## config.mk

```make
export PLATFORM = sky130hd
export DESIGN_NAME = bounded_array_deque_top
export DESIGN_NICKNAME = d
export VERILOG_FILES = /design/src/hdl/bdeq_pkg.sv /design/src/hdl/bdeq_ram.sv /design/src/hdl/bounded_array_deque_top.sv
export SDC_FILE = /design/constraint.sdc
export NUM_CORES = 1
export LEC_CHECK = 0
export BUFFER_PORTS_ARGS = -buffer_cell sky130_fd_sc_hd__buf_2
export CORE_MARGIN = 3
export CORE_UTILIZATION = 55
export CTS_CLUSTER_DIAMETER = 60
export DETAILED_ROUTE_END_ITERATION = 10
export PLACE_DENSITY = 0.74
export SYNTH_ARGS = -nofsm -noshare
export SYNTH_HDL_FRONTEND = slang
export SYNTH_SLANG_ARGS = --single-unit
```

## constraint.sdc

```tcl
create_clock -name i_clk -period 10.2 [get_ports i_clk]
set_input_delay 1.02 -clock i_clk [delete_from_list [all_inputs] [get_ports i_clk]]
set_output_delay 1.02 -clock i_clk [all_outputs]
set_load 0.01 [all_outputs]
```

## src/hdl/bdeq_pkg.sv

```systemverilog
// ----------------------------------------------------------------------------
// bdeq_pkg
// Types and codes shared by the bounded array deque and its testbench-free
// companions: request and result payloads, request kinds, status codes.
// ----------------------------------------------------------------------------
package bdeq_pkg;

    localparam int WORD_W = 32;

    typedef enum logic [1:0] {
        KIND_INS_REAR  = 2'd0,
        KIND_INS_FRONT = 2'd1,
        KIND_DEL_REAR  = 2'd2,
        KIND_DEL_FRONT = 2'd3
    } t_kind;

    typedef enum logic [1:0] {
        ST_DONE    = 2'd0,
        ST_REFUSED = 2'd1,
        ST_EMPTY   = 2'd2
    } t_status;

    typedef struct packed {
        t_kind                     kind;
        logic signed [WORD_W-1:0]  value;
    } t_req;

    typedef struct packed {
        logic signed [WORD_W-1:0]  read_value;
        t_status                   status;
    } t_rsp;

endpackage

```

## src/hdl/bdeq_ram.sv

```systemverilog
// ----------------------------------------------------------------------------
// bdeq_ram
// Generic single-port-write, single-port-read RAM with a registered read.
// ----------------------------------------------------------------------------
module bdeq_ram #(
    parameter int WIDTH = 32,
    parameter int DEPTH = 32
) (
    input  logic                     i_clk,
    input  logic                     i_we,
    input  logic [$clog2(DEPTH)-1:0] i_waddr,
    input  logic [WIDTH-1:0]         i_wdata,
    input  logic                     i_re,
    input  logic [$clog2(DEPTH)-1:0] i_raddr,
    output logic [WIDTH-1:0]         o_rdata
);

    logic [WIDTH-1:0] r_mem [DEPTH];
    logic [WIDTH-1:0] r_rdata;

    always_ff @(posedge i_clk) begin
        if (i_we) begin
            r_mem[i_waddr] <= i_wdata;
        end
        if (i_re) begin
            r_rdata <= r_mem[i_raddr];
        end
    end

    assign o_rdata = r_rdata;

endmodule

```

## src/hdl/bounded_array_deque_top.sv

```systemverilog
// ----------------------------------------------------------------------------
// bounded_array_deque_top
// Double-ended queue held in a non-wrapping array, addressed by a front and
// an end index.
// ----------------------------------------------------------------------------
// A request is taken when i_start is high and o_busy is low; o_busy is high
// only in reset and until the ready flag is set after it. Each request gives
// exactly one result on o_result, flagged by o_done, in the cycle after the
// transfer, so one request can be taken every cycle. The index compare and
// update finish in the transfer cycle and the slot memory's registered read
// is what delays the result. A rear insert is refused once the end index
// reaches DEPTH, a front insert once the front index is 0; indices are never
// moved back when the queue empties.
module bounded_array_deque_top #(
    parameter int DEPTH = 32
) (
    input  logic           i_clk,
    input  logic           i_rst_n,
    input  logic           i_start,
    input  bdeq_pkg::t_req i_req,
    output logic           o_busy,
    output logic           o_done,
    output bdeq_pkg::t_rsp o_result
);

    localparam int IDX_W = $clog2(DEPTH + 1);
    localparam int AW    = $clog2(DEPTH);
    localparam logic [IDX_W-1:0] FULL_IDX = IDX_W'(DEPTH);

    logic [IDX_W-1:0] r_head, n_head;
    logic [IDX_W-1:0] r_tail, n_tail;
    logic             r_ready;
    logic             r_done;
    logic             r_rd_sel, n_rd_sel;
    bdeq_pkg::t_status r_status, n_status;

    logic             accept;
    logic             empty;
    logic             we, re;
    logic [AW-1:0]    waddr, raddr;
    logic [IDX_W-1:0] head_dec, tail_dec;
    logic [bdeq_pkg::WORD_W-1:0] rdata;

    assign accept   = i_start && r_ready;
    assign empty    = (r_head == r_tail);
    assign head_dec = r_head - IDX_W'(1);
    assign tail_dec = r_tail - IDX_W'(1);

    always_comb begin
        n_head   = r_head;
        n_tail   = r_tail;
        n_rd_sel = 1'b0;
        n_status = bdeq_pkg::ST_DONE;
        we       = 1'b0;
        re       = 1'b0;
        waddr    = r_tail[AW-1:0];
        raddr    = r_head[AW-1:0];
        case (i_req.kind)
            bdeq_pkg::KIND_INS_REAR: begin
                if (r_tail == FULL_IDX) begin
                    n_status = bdeq_pkg::ST_REFUSED;
                end else begin
                    we     = accept;
                    waddr  = r_tail[AW-1:0];
                    n_tail = r_tail + IDX_W'(1);
                end
            end
            bdeq_pkg::KIND_INS_FRONT: begin
                if (r_head == '0) begin
                    n_status = bdeq_pkg::ST_REFUSED;
                end else begin
                    we     = accept;
                    waddr  = head_dec[AW-1:0];
                    n_head = head_dec;
                end
            end
            bdeq_pkg::KIND_DEL_REAR: begin
                if (empty) begin
                    n_status = bdeq_pkg::ST_EMPTY;
                end else begin
                    re       = accept;
                    raddr    = tail_dec[AW-1:0];
                    n_tail   = tail_dec;
                    n_rd_sel = 1'b1;
                end
            end
            bdeq_pkg::KIND_DEL_FRONT: begin
                if (empty) begin
                    n_status = bdeq_pkg::ST_EMPTY;
                end else begin
                    re       = accept;
                    raddr    = r_head[AW-1:0];
                    n_head   = r_head + IDX_W'(1);
                    n_rd_sel = 1'b1;
                end
            end
            default: begin
                n_status = bdeq_pkg::ST_EMPTY;
            end
        endcase
    end

    always_ff @(posedge i_clk) begin
        if (!i_rst_n) begin
            r_head   <= '0;
            r_tail   <= '0;
            r_ready  <= 1'b0;
            r_done   <= 1'b0;
            r_rd_sel <= 1'b0;
            r_status <= bdeq_pkg::ST_DONE;
        end else begin
            r_ready <= 1'b1;
            r_done  <= accept;
            if (accept) begin
                r_head   <= n_head;
                r_tail   <= n_tail;
                r_rd_sel <= n_rd_sel;
                r_status <= n_status;
            end
        end
    end

    // write lands at the transfer edge, so a read of the same slot on the
    // next request already sees it
    bdeq_ram #(
        .WIDTH (bdeq_pkg::WORD_W),
        .DEPTH (DEPTH)
    ) u_slots (
        .i_clk   (i_clk),
        .i_we    (we),
        .i_waddr (waddr),
        .i_wdata (i_req.value),
        .i_re    (re),
        .i_raddr (raddr),
        .o_rdata (rdata)
    );

    assign o_busy              = !r_ready;
    assign o_done              = r_done;
    assign o_result.read_value = r_rd_sel ? rdata : '0;
    assign o_result.status     = r_status;

    a_idx_order: assert property (@(posedge i_clk) disable iff (!i_rst_n)
        r_head <= r_tail)
        else $error("front index passed end index");

    a_tail_bound: assert property (@(posedge i_clk) disable iff (!i_rst_n)
        r_tail <= FULL_IDX)
        else $error("end index beyond array");

    a_one_result: assert property (@(posedge i_clk) disable iff (!i_rst_n)
        (i_start && !o_busy) |=> o_done)
        else $error("transfer without result");

    a_no_spurious: assert property (@(posedge i_clk) disable iff (!i_rst_n)
        !(i_start && !o_busy) |=> !o_done)
        else $error("result without transfer");

    a_zero_on_fail: assert property (@(posedge i_clk) disable iff (!i_rst_n)
        (o_done && o_result.status != bdeq_pkg::ST_DONE) |-> o_result.read_value == '0)
        else $error("nonzero read value on failed request");

endmodule
```

==> results.yml <==
outcome:
  status: "finished clean"
layout:
  syn_to_final_growth_pct: 10.8
  nets: 3013
  layout.cells.most_common: "sky130_fd_sc_hd__edfxtp_1"
  fin_cells: 4089
  post_route_cells_drive_above_1_share_pct: 11.6
  mostFrequentLayoutCells: "sky130_fd_sc_hd__edfxtp_1 (1,056), sky130_fd_sc_hd__nand2_1 (532), sky130_fd_sc_hd__a21oi_1 (269), sky130_fd_sc_hd__a22oi_1 (130), sky130_fd_sc_hd__o22ai_1 (125)"
logic_synthesis:
  synth_cells: 2948
  async_reset_ff_share_pct: 0
  netlist.area_leader.share_pct: 74.5
  syn_area_per_cell_sq_um: 14.4
  post-synth-top-area-cell: "sky130_fd_sc_hd__edfxtp_1"
  yosysWarnings: 0
  netlist_area_sq_um: 42600
  ys_top_cells_by_area: "sky130_fd_sc_hd__edfxtp_1 (75%), sky130_fd_sc_hd__nand2_1 (4.8%), sky130_fd_sc_hd__a21oi_1 (3.2%)"
  syn-num-nets: 2990
  synth_flop_cell: "sky130_fd_sc_hd__edfxtp_1"
  synth_cell_type_count: 55
  synth-seq-area-share_pct: 75.3
  synth-edff-count: 1056
  postSynthRegisterBits: 1073
detailed_routing:
  drt-pass1-iter-count: 6
  drt_first_iter_violations: 3521
  routed_wirelength_um: 113000
  detail_route.wl_per_cell_um: 27.7
  drt_drc_violations_left: 0
  vias_per_cell: 6.48
  route.vias.total: 26500
  postRouteAntennaNets: 0
setup_path:
  worst_path_dominant_cell_family: "buffers and inverters"
  worstPathMaxFanout: 183
  critical_path_required_ns: 10.69
  timing.reg2reg.setup_slack_ns: 4.95
  timing.rr.end: "u_slots.o_rdata[15]$_DFFE_PP_"
  cp.arrival_ns: 5.74
  cp_cell_sequence: "inv_1 -> ha_1 -> nand3b_1 -> a22oi_1 -> o311a_2 -> and2_4 -> buf_12 -> buf_4 -> nand2_1 -> a31oi_1 -> o22ai_1 -> nor4_2"
  crit_path_start_kind: "flop"
  slowest_stage: "sky130_fd_sc_hd__buf_4"
  critical_path.endpoint_type: "flop"
  criticalPathCategory: "reg2reg"
  reg2reg_depth: 12
  worst_r2r_startpoint: "r_tail[0]$_SDFFE_PN0P_"
  worstPathBufferInverterCount: 3
  slowest_delay_ns: 0.86
floorplanning:
  design.die.area_sq_um: 80700
  boundaryPins: 73
  start_util_pct: 55.8
  core_box_area_sq_um: 76300
  chipHeight_um: 284
  die_x_um: 284
  rows: 101
clocking:
  clock_sinks: 1073
  clock_latency_ns: 0.67
  post_cts_resized: 0
  cts-root-buf: "sky130_fd_sc_hd__clkbuf_16"
  cts_hold_buffers: 0
  cts_tree: "yes"
  cts_inserted_buffers: 107
  cts_max_level: 3
  path_clk_slew_ns: 0.06
  cts_setup_buffers: 0
  max-clock-path-buffers: 3
placed_design:
  post-dp-hpwl_um: 55300
  gp_routability_congestion: 0.834
  placed_cells: 3892
  portBuffers: 72
  post_place_worst_slack_ns: 4.99
hold_path:
  hold_path.class: "reg2reg"
  min_path_cells: 2
  worst_hold_path.endpoint: "r_status[1]$_SDFFE_PN0P_"
  holdCritStartpoint: "r_status[1]$_SDFFE_PN0P_"
pwr:
  p_sw_uw: 2270
  comb_power_share_pct: 10.1
  power_density_nw_per_um2: 202
  irDropWorstVdd_uv: 164
  p_leak_uw: 0.0159
  p_clk_share_pct: 38.6
  cell_internal_pwr_uw: 7250
  power_frac_seq_pct: 51.3
  switching_share_pct: 23.9
timing:
  hold_violations: 0
  fin_tns_setup_ns: 0
  timing.final.setup_violations: 0
  post-route-worst-setup-slack_ns: 4.95
  report.final.slew_viol_count: 0
  timing.final.crit_share_pct: 51.5
  worst-slew-pin-transition_ns: 1.42
  grt_setup_unrepaired: "false"
  achievable-frequency_mhz: 190
  hold_slack_ns: 0.471
  finClkSkew_ns: 0.0261
  maxSlewHeadroom_pct: 5.57
  post_route_minimum_period_ns: 5.25
global_routing:
  overflow: 0
  first_global_vias: 25700
  largest_net_degree_at_the_start_of_global_routing: 232
  grt_first_pass_wirelength_um: 166000
  globalRouteTotalUtil_pct: 27.5
  grt_antenna_before_repair: 6
job:
  max_cap_viol: 0
[flip-flops by register name, indices dropped and copies added (netlist names)]
signal,cells
r_tail,6
r_rd_sel,1
r_ready,1
u_slots.r_mem,1024
o_done,1
r_head,6
r_status,2
u_slots.o_rdata,32
[worst max-delay path by stage]
stage	startpoint	endpoint	slack (ns)	cells past startpoint
2_1_floorplan	i_req[33]	u_slots.o_rdata[0]$_DFFE_PP_	6.00	2
3_3_place_gp	i_req[32]	u_slots.o_rdata[10]$_DFFE_PP_	5.09	11
3_5_place_dp	i_req[32]	u_slots.o_rdata[10]$_DFFE_PP_	4.99	11
4_1_cts	r_tail[0]$_SDFFE_PN0P_	u_slots.o_rdata[15]$_DFFE_PP_	5.03	12
5_1_grt	r_tail[0]$_SDFFE_PN0P_	u_slots.o_rdata[15]$_DFFE_PP_	4.63	12
6_report	r_tail[0]$_SDFFE_PN0P_	u_slots.o_rdata[15]$_DFFE_PP_	4.95	12
[cell families after synthesis]
group           share of synthesized area [%]
xor+xnor                                0.350
buf+inv                                  2.76
flops                                    75.3
fa+ha+maj                               0.147
simple gates                             9.17
compound gates                           10.6
mux                                      1.63
[tightest hold or removal path, stage by stage, from the launching register on]
cell	delay (ns)
sky130_fd_sc_hd__dfxtp_1	0.32
sky130_fd_sc_hd__nand2_1	0.05
sky130_fd_sc_hd__a21oi_1	0.05
[routing by layer]
metal | global-route usage, % | vias to the layer above | part of all wire (%)
met5 | 0 | - | 0.019
met4 | 12.4 | 4 | 4.6
met3 | 5.64 | 296 | 10
met2 | 44.4 | 1616 | 48
met1 | 36.5 | 13200 | 37
li1 | - | 11400 | -
[synth_stat cells (all sizes together), types with 64 or more instances]
library cell and n:
a211oi 70, a21oi 269, a22oi 130, a31oi 64, and3 71, buf 136
clkbuf 76, edfxtp 1056, mux2i 68, nand2 541, nand3 69, o22ai 125
[power groups by stage]
stage          Combinational [uW]  Clock, uW  Sequential (uW)
6_report                      962       3680             4880
5_1_grt                      1040       3900             4880
4_1_cts                       950       3720             4880
3_5_place_dp                  945          0             4980
3_3_place_gp                  912          0             4980
2_1_floorplan                 673          0             4970
[final cells by class]
| cell class | count | area [sq um] |
|---|---|---|
| antenna | 3 | 7.51 |
| clock buffer | 124 | 2760 |
| clock inverter | 70 | 528 |
| fill | 5446 | 29200 |
| inverter | 7 | 26.3 |
| multi-input combinational | 1656 | 9670 |
| sequential | 1073 | 32100 |
| tap | 1030 | 1290 |
| timing repair buffer | 126 | 803 |
[metrics by stage]
step	utilization, %	instance area [sq um]	total power (uW)
2_1_floorplan	-	42600	5640
3_3_place_gp	57.4	43800	5890
3_5_place_dp	57.4	43800	5920
4_1_cts	61.7	47100	9560
5_1_grt	61.7	47100	9830
6_report	61.8	47100	9520
(Power assumes the default switching activity.)
